`config.mk`:
```
export PLATFORM = sky130hd
export DESIGN_NAME = bkht_digest
export DESIGN_NICKNAME = d
export VERILOG_FILES = /design/src/rtl/bkht_pkg.sv /design/src/rtl/bkht_digest.sv
export SDC_FILE = /design/constraint.sdc
export NUM_CORES = 1
export LEC_CHECK = 0
export ABC_AREA = 1
export ABC_CLOCK_PERIOD_IN_PS = 3140
export BUFFER_PORTS_ARGS = -buffer_cell sky130_fd_sc_hd__buf_2
export CORE_UTILIZATION = 60
export CTS_CLUSTER_SIZE = 28
export DETAILED_ROUTE_END_ITERATION = 6
export PLACE_DENSITY = 0.91
export SLEW_MARGIN = 20
export SYNTH_ARGS = -nofsm -noshare
export SYNTH_HDL_FRONTEND = slang
export SYNTH_SLANG_ARGS = --single-unit
```
`constraint.sdc`:
```
create_clock -name clock -period 3.14 [get_ports clock]
set_clock_uncertainty 0.1 [all_clocks]
set_input_delay 0.471 -clock clock [delete_from_list [all_inputs] [get_ports clock]]
set_output_delay 0.471 -clock clock [all_outputs]
set_load 0.02 [all_outputs]
```
`src/rtl/bkht_pkg.sv`:
```
// Package for the byte key hash table: status codes, commands and sequencer states.
// Depends on nothing; used by every module of the block.
package bkht_pkg;

   localparam logic [1:0] CMD_GET    = 2'd0;
   localparam logic [1:0] CMD_FIND   = 2'd1;
   localparam logic [1:0] CMD_SET    = 2'd2;
   localparam logic [1:0] CMD_PREFIX = 2'd3;

   localparam logic [2:0] ST_FOUND     = 3'd0;
   localparam logic [2:0] ST_INSERTED  = 3'd1;
   localparam logic [2:0] ST_NOT_FOUND = 3'd2;
   localparam logic [2:0] ST_FULL      = 3'd3;
   localparam logic [2:0] ST_TOO_LONG  = 3'd4;

   // Widths of the stored digest.
   localparam int HASH_W = 32;
   localparam int SUM_W  = 13;

   typedef enum logic [3:0] {
      S_IDLE,
      S_DIGEST,
      S_PROBE_RD,
      S_PROBE_CHK,
      S_CMP_RD,
      S_CMP_CHK,
      S_WRITE,
      S_KEY_WR,
      S_VAL_RD,
      S_RESULT
   } state_type;

endpackage

```
`src/rtl/bkht_digest.sv`:
```
// Shared digest unit: one multiply-by-five-and-add step per cycle over the key buffer.
// Depends on bkht_pkg.
module bkht_digest
   import bkht_pkg::*;
(
   input  logic              clock,
   input  logic              start,
   input  logic              step,
   input  logic [7:0]        byte_in,
   output logic [HASH_W-1:0] hash,
   output logic [SUM_W-1:0]  sum
);

   logic [HASH_W-1:0] hash_ff, hash_in;
   logic [SUM_W-1:0]  sum_ff, sum_in;

   // Hash is h*5 + byte mod 2^32; sum is a plain byte sum.
   always_comb begin
      hash_in = hash_ff;
      sum_in  = sum_ff;
      if (start) begin
         hash_in = '0;
         sum_in  = '0;
      end else if (step) begin
         hash_in = (hash_ff << 2) + hash_ff + HASH_W'(byte_in);
         sum_in  = sum_ff + SUM_W'(byte_in);
      end
   end

   always_ff @(posedge clock) begin
      hash_ff <= hash_in;
      sum_ff  <= sum_in;
   end

   assign hash = hash_ff;
   assign sum  = sum_ff;

endmodule

```
==> impl_metrics.env <==
export IMPL_drt_initial_drc_count=316
export IMPL_synth_cell_types=32
export IMPL_critical_path_max_fanout=4
export IMPL_slowest_stage="fa_1"
export IMPL_syn_area_um2=4860
export IMPL_power_share_switching_pct=49.8
export IMPL_initial_core_util_pct=62.6
export IMPL_p_leak_uw=0.00340
export IMPL_cp_arrival_ns=2.68
export IMPL_relSlewSlack_pct=53.0
export IMPL_path_clk_slew_ns=0.10
export IMPL_final_cell_mix="232 x nand2_1, 155 x inv_1, 115 x nor2_1"
export IMPL_synth_net_count=887
export IMPL_synth_top_cell_by_area="dfxtp_1"
export IMPL_wl_um=11900
export IMPL_die_area_um2=8470
export IMPL_gp_congestion=1.01
export IMPL_start_kind="register"
export IMPL_grt_max_degree=45
export IMPL_drt_vias_per_instance=5.24
export IMPL_ys_async_sr_fraction_pct=0
export IMPL_die_w_um=92.0
export IMPL_irDropWorstVdd_v=0.000320
export IMPL_cts_resized=0
export IMPL_first_global_vias=4709
export IMPL_syn2layout_area_growth_pct=9.47
export IMPL_tns_ns=0
export IMPL_core_area_um2=7770
export IMPL_core_rowCount=32
export IMPL_worst_path_buf_inv=3
export IMPL_nets=938
export IMPL_p_comb_share_pct=57.6
export IMPL_slew_violations=0
export IMPL_synth_edff_count=0
export IMPL_cp_top_family="adder cells"
export IMPL_holdWs_ns=0.365
export IMPL_synth_compound_area_share_pct=8.36
export IMPL_final_common_cell="nand2_1"
export IMPL_ys_seq_elements=45
export IMPL_htreeDepth=2
export IMPL_clkPwrFrac_pct=15.0
export IMPL_yosys_area_share_xor_xnor_pct=3.96
export IMPL_detail_route_wl_per_cell_um=12.5
export IMPL_grt_pass1_wl_um=20500
export IMPL_fillerInstances=706
export IMPL_drv_cap=0
export IMPL_crit_path_frequent_cell="nand3_1"
export IMPL_vias=5021
export IMPL_synth_fa_ha_area_share_pct=19.5
export IMPL_cts_root_buf="clkbuf_8"
export IMPL_min_period_ns=2.56
export IMPL_port_buffers=55
export IMPL_critical_path_required_ns=3.26
export IMPL_syn_area_per_cell_um2=6.04
export IMPL_synth_top_family_by_area="simple AND/OR/NAND/NOR gates"
export IMPL_fmax_mhz=391
export IMPL_synth_area_leaders="dfxtp_1 19%, nand2_1 18%, ha_1 16%"
export IMPL_yosysWarnings=0
export IMPL_p_seq_share_pct=27.5
export IMPL_place_hpwl_um=9380
export IMPL_worst_pin_slew_ns=0.704
export IMPL_n_antenna_cell=0
export IMPL_cts_hold_buffers_added=0
export IMPL_track_usage_pct=29.9
export IMPL_drcViolationCount=0
export IMPL_clockBufferDepth=2
export IMPL_cts_setup_buffers=0
export IMPL_min_path_type="reg2reg"
export IMPL_synth_simple_area_share_pct=36.2
export IMPL_synth_top_flop_cell="dfxtp_1"
export IMPL_synth_area_mux_share_pct=0
export IMPL_synth_top_area_share_pct=18.5
export IMPL_p_per_area_nw_per_um2=509
export IMPL_synth_cells=805
export IMPL_antenna_found_initial=0
export IMPL_worst_skew_pair_late_latency_ns=0.31
export IMPL_cp_end_kind="register"
export IMPL_timing_final_crit_share_pct=81.5
export IMPL_intPower_uw=1360
export IMPL_fin_util_pct=68.5
export IMPL_overflow=0
export IMPL_cts_sinks=45
export IMPL_status="complete, no violations"
export IMPL_die_h_um=92.0
export IMPL_crit_path_cell_trace="inv_1 -> fa_1 -> fa_1 -> inv_1 -> nand3_1 -> nand3_1 -> nand3_1 -> nand3_2 -> nand2_1 -> nand3_1 -> nand3_1 -> nand2_1 -> inv_1"
export IMPL_p_switching_uw=1350
export IMPL_cts_tree="done"
export IMPL_antenna_left=0
export IMPL_seq_area_frac_synth_pct=18.5
export IMPL_cts_made_buffers=5
export IMPL_finalSetupViolations=0
export IMPL_drive_above_1_share_pct=11.4
export IMPL_drt_pass1_iter_count=5
export IMPL_rsz0062_at_grt="false"
export IMPL_path_class="reg2reg"
export IMPL_hold_violations=0
export IMPL_cpPeakStageDelay_ns=0.49
export IMPL_io_pins=56
==> cells in the mapped netlist (5+ instances only) <==
master,n
a21oi_1,30
buf_2,6
clkbuf_1,8
dfxtp_1,45
fa_1,8
ha_1,63
inv_1,155
nand2_1,232
nand2_2,10
nand3_1,44
nand3_2,7
nand4_1,5
nor2_1,115
o21ai_0,19
o21ai_1,6
xnor2_1,8
xor2_1,14
==> power groups by stage <==
stage          registers, µW  logic (µW)  clock network, µW
5_1_grt                  757        1740                440
6_report                 744        1560                406
3_5_place_dp             758        1530                  0
3_3_place_gp             758        1500                  0
4_1_cts                  745        1540                412
2_1_floorplan            832        1080                  0
==> cell families after synthesis <==
group	count (synthesis)
AO/OA/AOI/OAI	72
XOR/XNOR	22
adder cells (fa/ha/maj)	71
buffers and inverters	172
flip-flops	45
AND/OR/NAND/NOR	423
==> state kept, by name (all words and copies together), names as in the netlist <==
register	count
sum	13
hash	32
==> metal layers <==
metal | vias up | global-route usage, % | share of wire (%)
li1 | 2574 | - | -
met1 | 2210 | 37.7 | 44
met2 | 206 | 50.2 | 45
met3 | 31 | 5.56 | 8.5
met4 | 0 | 11.6 | 2.7
met5 | - | 0 | 0
==> path summary, 6_finish.rpt <==
check,from,slack [ns],end,cells past startpoint
min,sum[10]$_SDFFE_PP0P_,0.37,sum[10]$_SDFFE_PP0P_,2
max,hash[2]$_SDFFE_PP0P_,0.58,hash[29]$_SDFFE_PP0P_,13
max reg2reg,hash[2]$_SDFFE_PP0P_,0.58,hash[29]$_SDFFE_PP0P_,13
min reg2reg,sum[10]$_SDFFE_PP0P_,0.37,sum[10]$_SDFFE_PP0P_,2
==> through the flow <==
step	power, µW	setup WS (ns)	area [µm²]	std cells
finish	2710	0.580	5320	959
floorplan	1910	0.659	4860	805
global route	2940	0.317	5320	959
CTS	2700	0.565	5320	959
global placement	2250	0.503	5230	951
detailed placement	2290	0.425	5230	951
==> layout make-up <==
type | instances | area, µm² | area share (%)
multi-input cells | 588 | 3310 | 62.2
flip-flops and latches | 45 | 901 | 16.9
inverters | 158 | 593 | 11.1
repair buffers | 58 | 298 | 5.59
well taps | 102 | 128 | 2.40
clock buffers | 5 | 68.8 | 1.29
clock inverters | 3 | 26.3 | 0.494
==> tightest hold or removal path, cell delays in order (launching register included) <==
cell and delay [ns]:
dfxtp_1 0.33, inv_1 0.05, a21oi_1 0.05
Note: power is estimated with default switching activity, not from simulation.
